<file path="src/hw/rtl/pts_pkg.sv">
// Shared types, character codes and decode helpers for the path token scanner.
`default_nettype none

package pts_pkg;

    // Most results one request can cause
    localparam int MAX_RESULTS = 3;

    // Token kinds
    localparam logic [2:0] KIND_LITERAL   = 3'd0;
    localparam logic [2:0] KIND_SLASH     = 3'd1;
    localparam logic [2:0] KIND_AT        = 3'd2;
    localparam logic [2:0] KIND_AMPERSAND = 3'd3;
    localparam logic [2:0] KIND_ASTERISK  = 3'd4;
    localparam logic [2:0] KIND_RANGE     = 3'd5;
    localparam logic [2:0] KIND_EOS       = 3'd6;

    // Error codes
    localparam logic [1:0] ERR_NONE      = 2'd0;
    localparam logic [1:0] ERR_BAD_ESC   = 2'd1;
    localparam logic [1:0] ERR_CUT_ESC   = 2'd2;

    // Character codes
    localparam logic [7:0] CH_SLASH     = 8'h2F;
    localparam logic [7:0] CH_AT        = 8'h40;
    localparam logic [7:0] CH_AMPERSAND = 8'h26;
    localparam logic [7:0] CH_ASTERISK  = 8'h2A;
    localparam logic [7:0] CH_BACKSLASH = 8'h5C;
    localparam logic [7:0] CH_X         = 8'h78;
    localparam logic [7:0] CH_LBRACKET  = 8'h5B;
    localparam logic [7:0] CH_LBRACE    = 8'h7B;
    localparam logic [7:0] CH_0         = 8'h30;
    localparam logic [7:0] CH_9         = 8'h39;
    localparam logic [7:0] CH_LA        = 8'h61;
    localparam logic [7:0] CH_LF        = 8'h66;
    localparam logic [7:0] CH_UA        = 8'h41;
    localparam logic [7:0] CH_UF        = 8'h46;
    localparam logic [7:0] HEX_TEN      = 8'd10;

    // Scanner modes
    typedef enum logic [2:0] {
        MODE_START = 3'd0,
        MODE_LIT   = 3'd1,
        MODE_RANGE = 3'd2,
        MODE_ESC   = 3'd3,
        MODE_HEX1  = 3'd4,
        MODE_HEX2  = 3'd5,
        MODE_DROP  = 3'd6
    } mode_t;

    typedef struct packed {
        logic [7:0] path_byte;
        logic       byte_present;
        logic       end_of_path;
    } item_t;

    typedef struct packed {
        logic [2:0] token_kind;
        logic [7:0] data_byte;
        logic       data_valid;
        logic       token_done;
        logic [1:0] error_code;
        logic       last_of_run;
    } result_t;

    // Results of one request plus how many of them are real
    typedef struct packed {
        result_t [MAX_RESULTS-1:0] res;
        logic [1:0]                count;
    } result_group_t;

    function automatic result_t make_result(
        input logic [2:0] kind,
        input logic [7:0] data,
        input logic       valid,
        input logic       done,
        input logic [1:0] err
    );
        result_t r;
        r.token_kind  = kind;
        r.data_byte   = data;
        r.data_valid  = valid;
        r.token_done  = done;
        r.error_code  = err;
        r.last_of_run = 1'b0;
        return r;
    endfunction

    // Kind of a one-character token, literal when the byte is none of them
    function automatic logic [2:0] single_kind(input logic [7:0] c);
        logic [2:0] k;
        case (c)
            CH_SLASH:     k = KIND_SLASH;
            CH_AT:        k = KIND_AT;
            CH_AMPERSAND: k = KIND_AMPERSAND;
            CH_ASTERISK:  k = KIND_ASTERISK;
            default:      k = KIND_LITERAL;
        endcase
        return k;
    endfunction

    // Hex digit: bit 4 flags a digit, bits 3:0 carry its value
    function automatic logic [4:0] hex_value(input logic [7:0] c);
        logic [7:0] v;
        logic       ok;
        v  = 8'd0;
        ok = 1'b0;
        if (c >= CH_0 && c <= CH_9) begin
            v  = c - CH_0;
            ok = 1'b1;
        end else if (c >= CH_LA && c <= CH_LF) begin
            v  = c - CH_LA + HEX_TEN;
            ok = 1'b1;
        end else if (c >= CH_UA && c <= CH_UF) begin
            v  = c - CH_UA + HEX_TEN;
            ok = 1'b1;
        end
        return {ok, v[3:0]};
    endfunction

endpackage

`default_nettype wire

</file>
<file path="src/hw/rtl/pts_decoder.sv">
// Per-byte scan logic: mode update and the results one request causes.
`default_nettype none

module pts_decoder (
    input  pts_pkg::item_t         item,
    input  pts_pkg::mode_t         mode,
    input  logic [3:0]             nibble,
    output pts_pkg::result_group_t group,
    output pts_pkg::mode_t         next_mode,
    output logic [3:0]             next_nibble
);
    import pts_pkg::*;

    mode_t         m;
    result_group_t grp;
    logic [1:0]    n;
    logic          last_data;
    logic [7:0]    c;
    logic [2:0]    sk;
    logic [4:0]    hx;
    logic          is_bracket;

    always_comb
    begin
        grp         = '0;
        n           = 2'd0;
        last_data   = 1'b0;
        next_nibble = nibble;
        c           = item.path_byte;
        sk          = single_kind(c);
        hx          = hex_value(c);
        is_bracket  = (c == CH_LBRACKET) || (c == CH_LBRACE);
        m           = (mode > MODE_DROP) ? MODE_START : mode;

        // Handle the byte
        if (item.byte_present)
        begin
            // Close an open literal on a special character or bracket
            if (m == MODE_LIT && (sk != KIND_LITERAL || is_bracket))
            begin
                grp.res[n] = make_result(KIND_LITERAL, 8'd0, 1'b0, 1'b1, ERR_NONE);
                n = n + 2'd1;
                m = MODE_START;
            end
            case (m)
                MODE_START, MODE_LIT:
                begin
                    if (m == MODE_START && sk != KIND_LITERAL)
                    begin
                        grp.res[n] = make_result(sk, 8'd0, 1'b0, 1'b1, ERR_NONE);
                        n = n + 2'd1;
                    end else if (m == MODE_START && is_bracket)
                    begin
                        grp.res[n] = make_result(KIND_RANGE, c, 1'b1, 1'b0, ERR_NONE);
                        n = n + 2'd1;
                        last_data = 1'b1;
                        m = MODE_RANGE;
                    end else if (c == CH_BACKSLASH)
                    begin
                        m = MODE_ESC;
                    end else
                    begin
                        grp.res[n] = make_result(KIND_LITERAL, c, 1'b1, 1'b0, ERR_NONE);
                        n = n + 2'd1;
                        last_data = 1'b1;
                        m = MODE_LIT;
                    end
                end
                MODE_RANGE:
                begin
                    grp.res[n] = make_result(KIND_RANGE, c, 1'b1, 1'b0, ERR_NONE);
                    n = n + 2'd1;
                    last_data = 1'b1;
                end
                MODE_ESC:
                begin
                    if (c == CH_X)
                    begin
                        m = MODE_HEX1;
                    end else if (c == CH_BACKSLASH || is_bracket || sk != KIND_LITERAL)
                    begin
                        grp.res[n] = make_result(KIND_LITERAL, c, 1'b1, 1'b0, ERR_NONE);
                        n = n + 2'd1;
                        last_data = 1'b1;
                        m = MODE_LIT;
                    end else
                    begin
                        grp.res[n] = make_result(KIND_LITERAL, 8'd0, 1'b0, 1'b0, ERR_BAD_ESC);
                        n = n + 2'd1;
                        m = MODE_DROP;
                    end
                end
                MODE_HEX1:
                begin
                    if (!hx[4])
                    begin
                        grp.res[n] = make_result(KIND_LITERAL, 8'd0, 1'b0, 1'b0, ERR_BAD_ESC);
                        n = n + 2'd1;
                        m = MODE_DROP;
                    end else
                    begin
                        next_nibble = hx[3:0];
                        m = MODE_HEX2;
                    end
                end
                MODE_HEX2:
                begin
                    if (!hx[4])
                    begin
                        grp.res[n] = make_result(KIND_LITERAL, 8'd0, 1'b0, 1'b0, ERR_BAD_ESC);
                        n = n + 2'd1;
                        m = MODE_DROP;
                    end else
                    begin
                        grp.res[n] = make_result(KIND_LITERAL, {nibble, hx[3:0]},
                                                 1'b1, 1'b0, ERR_NONE);
                        n = n + 2'd1;
                        last_data = 1'b1;
                        m = MODE_LIT;
                    end
                end
                default:
                begin
                end
            endcase
        end

        // Close the path
        if (item.end_of_path)
        begin
            case (m)
                MODE_LIT, MODE_RANGE:
                begin
                    if (last_data && n != 2'd0)
                    begin
                        grp.res[n - 2'd1].token_done = 1'b1;
                    end else
                    begin
                        grp.res[n] = make_result((m == MODE_LIT) ? KIND_LITERAL : KIND_RANGE,
                                                 8'd0, 1'b0, 1'b1, ERR_NONE);
                        n = n + 2'd1;
                    end
                    grp.res[n] = make_result(KIND_EOS, 8'd0, 1'b0, 1'b1, ERR_NONE);
                    n = n + 2'd1;
                end
                MODE_ESC:
                begin
                    grp.res[n] = make_result(KIND_LITERAL, 8'd0, 1'b0, 1'b0, ERR_CUT_ESC);
                    n = n + 2'd1;
                end
                MODE_HEX1, MODE_HEX2:
                begin
                    grp.res[n] = make_result(KIND_LITERAL, 8'd0, 1'b0, 1'b0, ERR_BAD_ESC);
                    n = n + 2'd1;
                end
                MODE_DROP:
                begin
                end
                default:
                begin
                    grp.res[n] = make_result(KIND_EOS, 8'd0, 1'b0, 1'b1, ERR_NONE);
                    n = n + 2'd1;
                end
            endcase
            m = MODE_START;
            next_nibble = 4'd0;
        end

        // Mark the final result of this request
        if (n != 2'd0)
        begin
            grp.res[n - 2'd1].last_of_run = 1'b1;
        end
        grp.count = n;
        group     = grp;
        next_mode = m;
    end

endmodule

`default_nettype wire

</file>
<file path="src/hw/rtl/pts_result_buf.sv">
// Result register: holds the results of one request and hands them out in order.
`default_nettype none

module pts_result_buf (
    input  logic                   clk,
    input  logic                   rst_n,
    input  logic                   load,
    input  pts_pkg::result_group_t group,
    output logic                   free,
    output logic                   result_valid,
    input  logic                   result_ready,
    output pts_pkg::result_t       result
);
    import pts_pkg::*;

    result_t [MAX_RESULTS-1:0] res_reg;
    logic [1:0]                count_reg;
    logic [1:0]                rd_reg;
    logic [1:0]                rd_next;
    logic                      pop;

    assign result_valid = (rd_reg != count_reg);
    assign result       = res_reg[rd_reg];
    assign pop          = result_valid && result_ready;
    assign rd_next      = rd_reg + 2'd1;

    // Free once empty or while the last result leaves
    assign free = !result_valid || (pop && rd_next == count_reg);

    // Advance the read pointer, load a new group when free
    always_ff @(posedge clk or negedge rst_n)
    begin
        if (!rst_n)
        begin
            count_reg <= 2'd0;
            rd_reg    <= 2'd0;
        end else if (load)
        begin
            count_reg <= group.count;
            rd_reg    <= 2'd0;
        end else if (pop)
        begin
            rd_reg    <= rd_next;
        end
    end

    // Hold the payload
    always_ff @(posedge clk)
    begin
        if (load)
        begin
            res_reg <= group.res;
        end
    end

endmodule

`default_nettype wire

</file>
<file path="src/hw/rtl/path_token_scanner.sv">
// Path token scanner top level: input register, scan logic and result register.
//
// Usage:
//   item_valid / item_ready / item carry one request: a path byte with its
//   present flag and an end-of-path mark. result_valid / result_ready / result
//   carry token results: kind, content byte, done flag, error code and a flag
//   on the last result a request causes.
//   A request accepted into the input register is scanned from there, and its
//   results are loaded into the result register once that register is free;
//   the first result is then offered from the result register.
//   One request enters per cycle while each causes at most one result and the
//   receiver is ready; a request causing several results holds the result
//   register, and so the input, until its last result leaves, since results
//   leave one per cycle while the receiver is ready.
//   Requests causing no result pass through without offering anything.
//   When the receiver stalls, the pending results hold and item_ready drops
//   while the input register holds a request.
//   Reset clears the scanner to token start, the high hex nibble to zero and
//   empties both registers.
`default_nettype none

module path_token_scanner (
    input  logic             clk,
    input  logic             rst_n,
    input  logic             item_valid,
    output logic             item_ready,
    input  pts_pkg::item_t   item,
    output logic             result_valid,
    input  logic             result_ready,
    output pts_pkg::result_t result
);
    import pts_pkg::*;

    item_t         item_reg;
    logic          item_valid_reg;
    mode_t         mode_reg;
    mode_t         mode_next;
    logic [3:0]    nibble_reg;
    logic [3:0]    nibble_next;
    result_group_t group;
    logic          buf_free;
    logic          advance;
    logic          accept;

    assign advance    = item_valid_reg && buf_free;
    assign item_ready = !item_valid_reg || buf_free;
    assign accept     = item_valid && item_ready;

    // Input register
    always_ff @(posedge clk or negedge rst_n)
    begin
        if (!rst_n)
        begin
            item_valid_reg <= 1'b0;
        end else if (accept)
        begin
            item_valid_reg <= 1'b1;
        end else if (advance)
        begin
            item_valid_reg <= 1'b0;
        end
    end

    always_ff @(posedge clk)
    begin
        if (accept)
        begin
            item_reg <= item;
        end
    end

    // Scan state advances with each request
    always_ff @(posedge clk or negedge rst_n)
    begin
        if (!rst_n)
        begin
            mode_reg   <= MODE_START;
            nibble_reg <= 4'd0;
        end else if (advance)
        begin
            mode_reg   <= mode_next;
            nibble_reg <= nibble_next;
        end
    end

    pts_decoder u_decoder (
        .item        (item_reg),
        .mode        (mode_reg),
        .nibble      (nibble_reg),
        .group       (group),
        .next_mode   (mode_next),
        .next_nibble (nibble_next)
    );

    pts_result_buf u_result_buf (
        .clk          (clk),
        .rst_n        (rst_n),
        .load         (advance),
        .group        (group),
        .free         (buf_free),
        .result_valid (result_valid),
        .result_ready (result_ready),
        .result       (result)
    );

endmodule

`default_nettype wire

</file>
<file path="config.mk">
export PLATFORM = sky130hd
export DESIGN_NAME = path_token_scanner
export DESIGN_NICKNAME = d
export VERILOG_FILES = /design/src/hw/rtl/pts_pkg.sv /design/src/hw/rtl/pts_decoder.sv /design/src/hw/rtl/pts_result_buf.sv /design/src/hw/rtl/path_token_scanner.sv
export SDC_FILE = /design/constraint.sdc
export NUM_CORES = 1
export LEC_CHECK = 0
export BUFFER_PORTS_ARGS = -buffer_cell sky130_fd_sc_hd__buf_2
export CORE_AREA = 2 2 103 105
export DETAILED_ROUTE_END_ITERATION = 7
export DIE_AREA = 0 0 105 107
export PLACE_DENSITY = 0.72
export SLEW_MARGIN = 20
export SYNTH_ARGS = -nofsm -noshare
export SYNTH_HDL_FRONTEND = slang
export SYNTH_HIERARCHICAL = 1
export SYNTH_SLANG_ARGS = --single-unit
export TNS_END_PERCENT = 5
</file>
<file path="constraint.sdc">
create_clock -name clk -period 8.9 [get_ports clk]
set_input_delay 1.78 -clock clk [delete_from_list [all_inputs] [get_ports clk]]
set_output_delay 1.78 -clock clk [all_outputs]
set_load 0.03 [all_outputs]
</file>
[After elaboration in Yosys (flattened, before gate mapping)]
Index checks and enable logic that the tools add are counted.
Word-level totals
  register bits: 70
  latch bits: 0
  bits in writable memories: 0
  ROM bits: 0
  output and inout bits: 18
  memories: 0
Cells by class
  add/subtract/negate cells: 11
  multiply operators: 0
  divide/modulo/power cells: 0
  $lt $le $gt $ge: 18
  equal/unequal tests: 22
  shifts and indexed selects: 0
  muxes and demuxes: 87
  bitwise logic cells: 15
  reductions and logical operators: 38
Operators by type and width (number)
  $mux W48: 13
  $bwmux W48: 7
  $pmux W48 S5: 1
  $pmux W48 S4: 1
  $demux W16 S2: 5
  $not A45 Y45: 3
  $and A45 B45 Y45: 2
  $mux W16: 5
  $and A39 B39 Y39: 2
  $not A39 Y39: 2
  $and A15 B45 Y45: 1
  $eq A8 B7 Y1 const B: 5
  $mux W4: 9
  $mux W3: 11
  $bmux W16 S2: 1
  $mux W2: 15
  $eq A8 B6 Y1 const B: 3
  $pmux W3 S4: 2
  $lt A2 B3 Y1 const B: 6
  $or A9 B9 Y9: 2
  $ge A8 B7 Y1 const B: 2
  $le A8 B7 Y1 const B: 2
  $logic_and A1 B1 Y1: 16
  $eq A3 B3 Y1 const B: 5
  25 further kinds: 70

[Depth between registers and ports, before layout]
  depth in word-level cells: 28
  mapped depth: 24
  depth with buffers taken out: 22

[Cells and area by module]
The synthesis kept the hierarchy.
By module, submodules not included
  pts_decoder: times used 1, cells each 361, area an instance 2324.7 um^2, seq. area each 0.0 um^2
  pts_result_buf: times used 1, cells each 126, area an instance 2025.7 um^2, seq. area each 1541.5 um^2
  path_token_scanner: times used 1, cells each 30, area an instance 608.1 um^2, seq. area each 500.5 um^2

[Worst setup path after synthesis]
No wires, ideal clock.
  path type: reg-to-reg
  from: reg item_reg[2] (netlist name)
  to: reg u_result_buf/res_reg[5] (netlist name) (data pin)
  data arrival time: 5.272 ns
  path slack: 3.351 ns
  cell stages (with the launch flop): 25
  period minus slack after synthesis: 5.549 ns
  cell sequence: edfxtp_1 -> inv_1 -> ha_1 -> mux2i_1 -> a211oi_1 -> o31ai_1 -> clkbuf_1 -> ha_1 -> or3_1 -> a21oi_1 -> a2bb2oi_1 -> or2_0 -> clkbuf_1 -> ha_1 -> inv_1 -> nand2_1 -> a31oi_1 -> nor2_1 -> or2_2 -> ha_1 -> clkbuf_1 -> o311a_1 -> o21ai_1 -> o21ai_1 -> nor4_1
RTL lines
  from (decl): line path_token_scanner.sv:34  | item_t item_reg;
  from (signal assigned): line path_token_scanner.sv:68  | item_reg <= item;
  to (signal assigned): line pts_result_buf.sv:52  | res_reg <= group.res;
  to (decl): line pts_result_buf.sv:16  | result_t [MAX_RESULTS-1:0] res_reg;

==> flow_metrics.env <==
export IMPL_synth_area_sq_um=4960
export IMPL_portBuffers=31
export IMPL_place_ws_ns=2.55
export IMPL_cts_clk_slew_worst_paths_ns=0.09
export IMPL_synth_seq_cells=70
export IMPL_ys_async_sr_fraction_pct=17.1
export IMPL_synth_top_area_cell="edfxtp_1"
export IMPL_drt_iter0_drc=589
export IMPL_grt_pass1_wl_um=21200
export IMPL_gp_congestion=0.968
export IMPL_rsz0062_at_grt="false"
export IMPL_core_area_sq_um=10100
export IMPL_synth_edf_count=58
export IMPL_drive_gt1_share_pct=14.6
export IMPL_post_route_drc_count=0
export IMPL_synth_most_common_cell="edfxtp_1"
export IMPL_crit_end="u_result_buf/res_reg[9]$_DFFE_PP_"
export IMPL_synthToLayoutAreaGrowth_pct=8.02
export IMPL_finalSetupViolCount=0
export IMPL_worst_pin_slew_ns=1.07
export IMPL_reg2reg_from="item_reg[2]$_DFFE_PP_"
export IMPL_cts_setup_buffers=0
export IMPL_synth_top_cells_by_count="58 x edfxtp_1, 48 x nand2_1, 44 x nor2_1"
export IMPL_cts_buffer_depth=2
export IMPL_hold_path_class="flop to flop"
export IMPL_rows=37
export IMPL_cap_viol_max_count=0
export IMPL_final_max_slew_viol_count=0
export IMPL_cts_buffers=9
export IMPL_yosysWarnings=6
export IMPL_cp_start_kind="flop"
export IMPL_pin_count=32
export IMPL_grt_ovfl_total=0
export IMPL_wirelength_um=13100
export IMPL_clockRootBuffer="clkbuf_8"
export IMPL_end_kind="flop"
export IMPL_first_pass_iters=5
export IMPL_cts_hold_buffers=0
export IMPL_die_y_um=107
export IMPL_synth_cell_type_count=83
export IMPL_clk_latency_ns=0.36
export IMPL_ant_nets=0
export IMPL_cts_tree="yes"
export IMPL_status="complete, no violations"
export IMPL_fmax_ghz=0.155
export IMPL_grt_use_total_pct=24.4
export IMPL_rrSetupSlack_ns=2.43
export IMPL_fin_cells=678
export IMPL_powerDensity_nw_per_um2=392
export IMPL_r2r_end="u_result_buf/res_reg[9]$_DFFE_PP_"
export IMPL_netlist_instances=517
export IMPL_h_tree_depth=3
export IMPL_max_slew_margin_pct=28.1
export IMPL_start_util_pct=49.1
export IMPL_cts_resized=0
export IMPL_insertedDiodeCount=0
export IMPL_die_area_sq_um=11200
export IMPL_critPathMaxFanout=15
export IMPL_dr_total_vias=4252
export IMPL_antenna_found_initial=0
export IMPL_finalClockSkew_ns=0.0175
export IMPL_synthFlopType="edfxtp_1"
export IMPL_critPathArrivalTime_ns=6.54
export IMPL_hold_viol=0
export IMPL_placed_cells=662
export IMPL_reg2reg_depth=23
export IMPL_crit_type="flop to flop"
export IMPL_min_period_ns=6.47
export IMPL_timing_final_ws_setup_ns=2.43
export IMPL_viasPerCell=6.27
export IMPL_nNetsFinal=571
export IMPL_largest_register_ff_count=48
export IMPL_fin_setup_tns_ns=0
export IMPL_p_leak_nw=2.00
export IMPL_post_route_period_util_pct=72.7
export IMPL_wl_per_cell_um=19.4
export IMPL_critical_path_startpoint="item_reg[2]$_DFFE_PP_"
export IMPL_grt_max_degree=53
export IMPL_cp_data_required_time_ns=8.97
export IMPL_yosys_top_cells_area="edfxtp_1 35%, dfrtp_1 6.1%, ha_1 5.0%, mux2i_1 3.8%, o21ai_0 3.8%"
export IMPL_synth_top_area_share_pct=35.1
export IMPL_grt_pass1_vias=3973
export IMPL_ys_seq_area_share_pct=41.2
export IMPL_clock_sinks=70
export IMPL_peakVddDrop_mv=0.178
export IMPL_synth_avg_cell_area_sq_um=9.59
export IMPL_die_width_um=105
export IMPL_dpl_hpwl_um=9470
stage by stage:
stage | hold slack (ns) | util [%] | total power [mW] | area, sq um
5_1_grt | 0.590 | 53.1 | 2.24 | 5360
6_report | 0.550 | 53.1 | 2.10 | 5360
3_3_place_gp | 0.522 | 51.1 | 1.80 | 5160
3_5_place_dp | 0.533 | 51.1 | 1.82 | 5160
2_1_floorplan | 0.502 | - | 1.52 | 5000
4_1_cts | 0.549 | 53.1 | 2.08 | 5360
layout make-up:
| class | instances | area (sq um) |
|---|---|---|
| fillers | 941 | 4740 |
| multi-input cells | 403 | 2690 |
| flip-flops and latches | 70 | 2040 |
| repair buffers | 35 | 185 |
| well taps | 136 | 170 |
| clock buffers | 11 | 141 |
| inverters | 18 | 67.6 |
| clock inverters | 5 | 58.8 |
worst min path at each step:
stage	slack [ns]	cells past startpoint	end	startpoint
floorplan	0.50	1	nibble_reg[0]$_DFFE_PN0P_	nibble_reg[0]$_DFFE_PN0P_
detailed placement	0.53	1	nibble_reg[2]$_DFFE_PN0P_	nibble_reg[2]$_DFFE_PN0P_
global placement	0.52	1	nibble_reg[2]$_DFFE_PN0P_	nibble_reg[2]$_DFFE_PN0P_
CTS	0.55	1	nibble_reg[2]$_DFFE_PN0P_	nibble_reg[2]$_DFFE_PN0P_
global route	0.59	1	nibble_reg[3]$_DFFE_PN0P_	nibble_reg[3]$_DFFE_PN0P_
finish	0.55	1	nibble_reg[2]$_DFFE_PN0P_	nibble_reg[2]$_DFFE_PN0P_
power by group:
part,total (mW),internal [mW],switching (mW)
Sequential,0.675,0.563,0.112
Combinational,1.16,0.374,0.790
Clock,0.264,0.137,0.127
Total,2.10,1.07,1.03
metal layers:
metal | global-route usage (%) | wire, um | vias up
met1 | 34.1 | 5760 | 1998
met5 | 0 | 0 | -
met3 | 2.80 | 992 | 53
met4 | 12.6 | 648 | 0
met2 | 37.4 | 5720 | 235
li1 | - | - | 1966
cells in the final DEF, fill, tap and decap left out, types with 6 or more instances in the layout:
cell type,count
edfxtp_1,58
nand2_1,48
nor2_1,44
o21ai_0,38
buf_2,31
a21oi_1,21
ha_1,20
mux2i_1,19
nor3_1,16
inv_1,14
nand3_1,14
nand2b_1,13
dfrtp_1,12
mux2_2,11
conb_1,11
clkbuf_8,10
a22oi_1,9
nor2b_1,8
nor4_1,6
o21ai_1,6
kinds of logic after synthesis:
group | synth area share [%]
multiplexers | 6.33
adder cells (fa/ha/maj) | 5.05
buffers and inverters | 5.40
AO/OA/AOI/OAI | 20.9
flip-flops | 41.2
AND/OR/NAND/NOR | 19.8
XOR/XNOR | 1.24
other | 0.0756
worst max-delay path, stage by stage, from the launching register on:
cell and delay (ns):
edfxtp_1 0.53, inv_1 0.18, ha_1 0.26, mux2i_1 0.12
a211oi_1 0.52, o31ai_2 0.12, buf_4 0.21, inv_2 0.17
ha_1 0.20, nor4b_1 0.22, o21ai_0 0.11, a221oi_1 0.67
inv_1 0.16, ha_1 0.31, inv_1 0.17, nand2_1 0.09
a31o_2 0.29, nand2_1 0.08, a21boi_0 0.32, ha_1 0.42
o311a_1 0.22, o21ai_1 0.06, o21ai_1 0.57, nor3_1 0.15
Power figures use the tool's default switching activity.
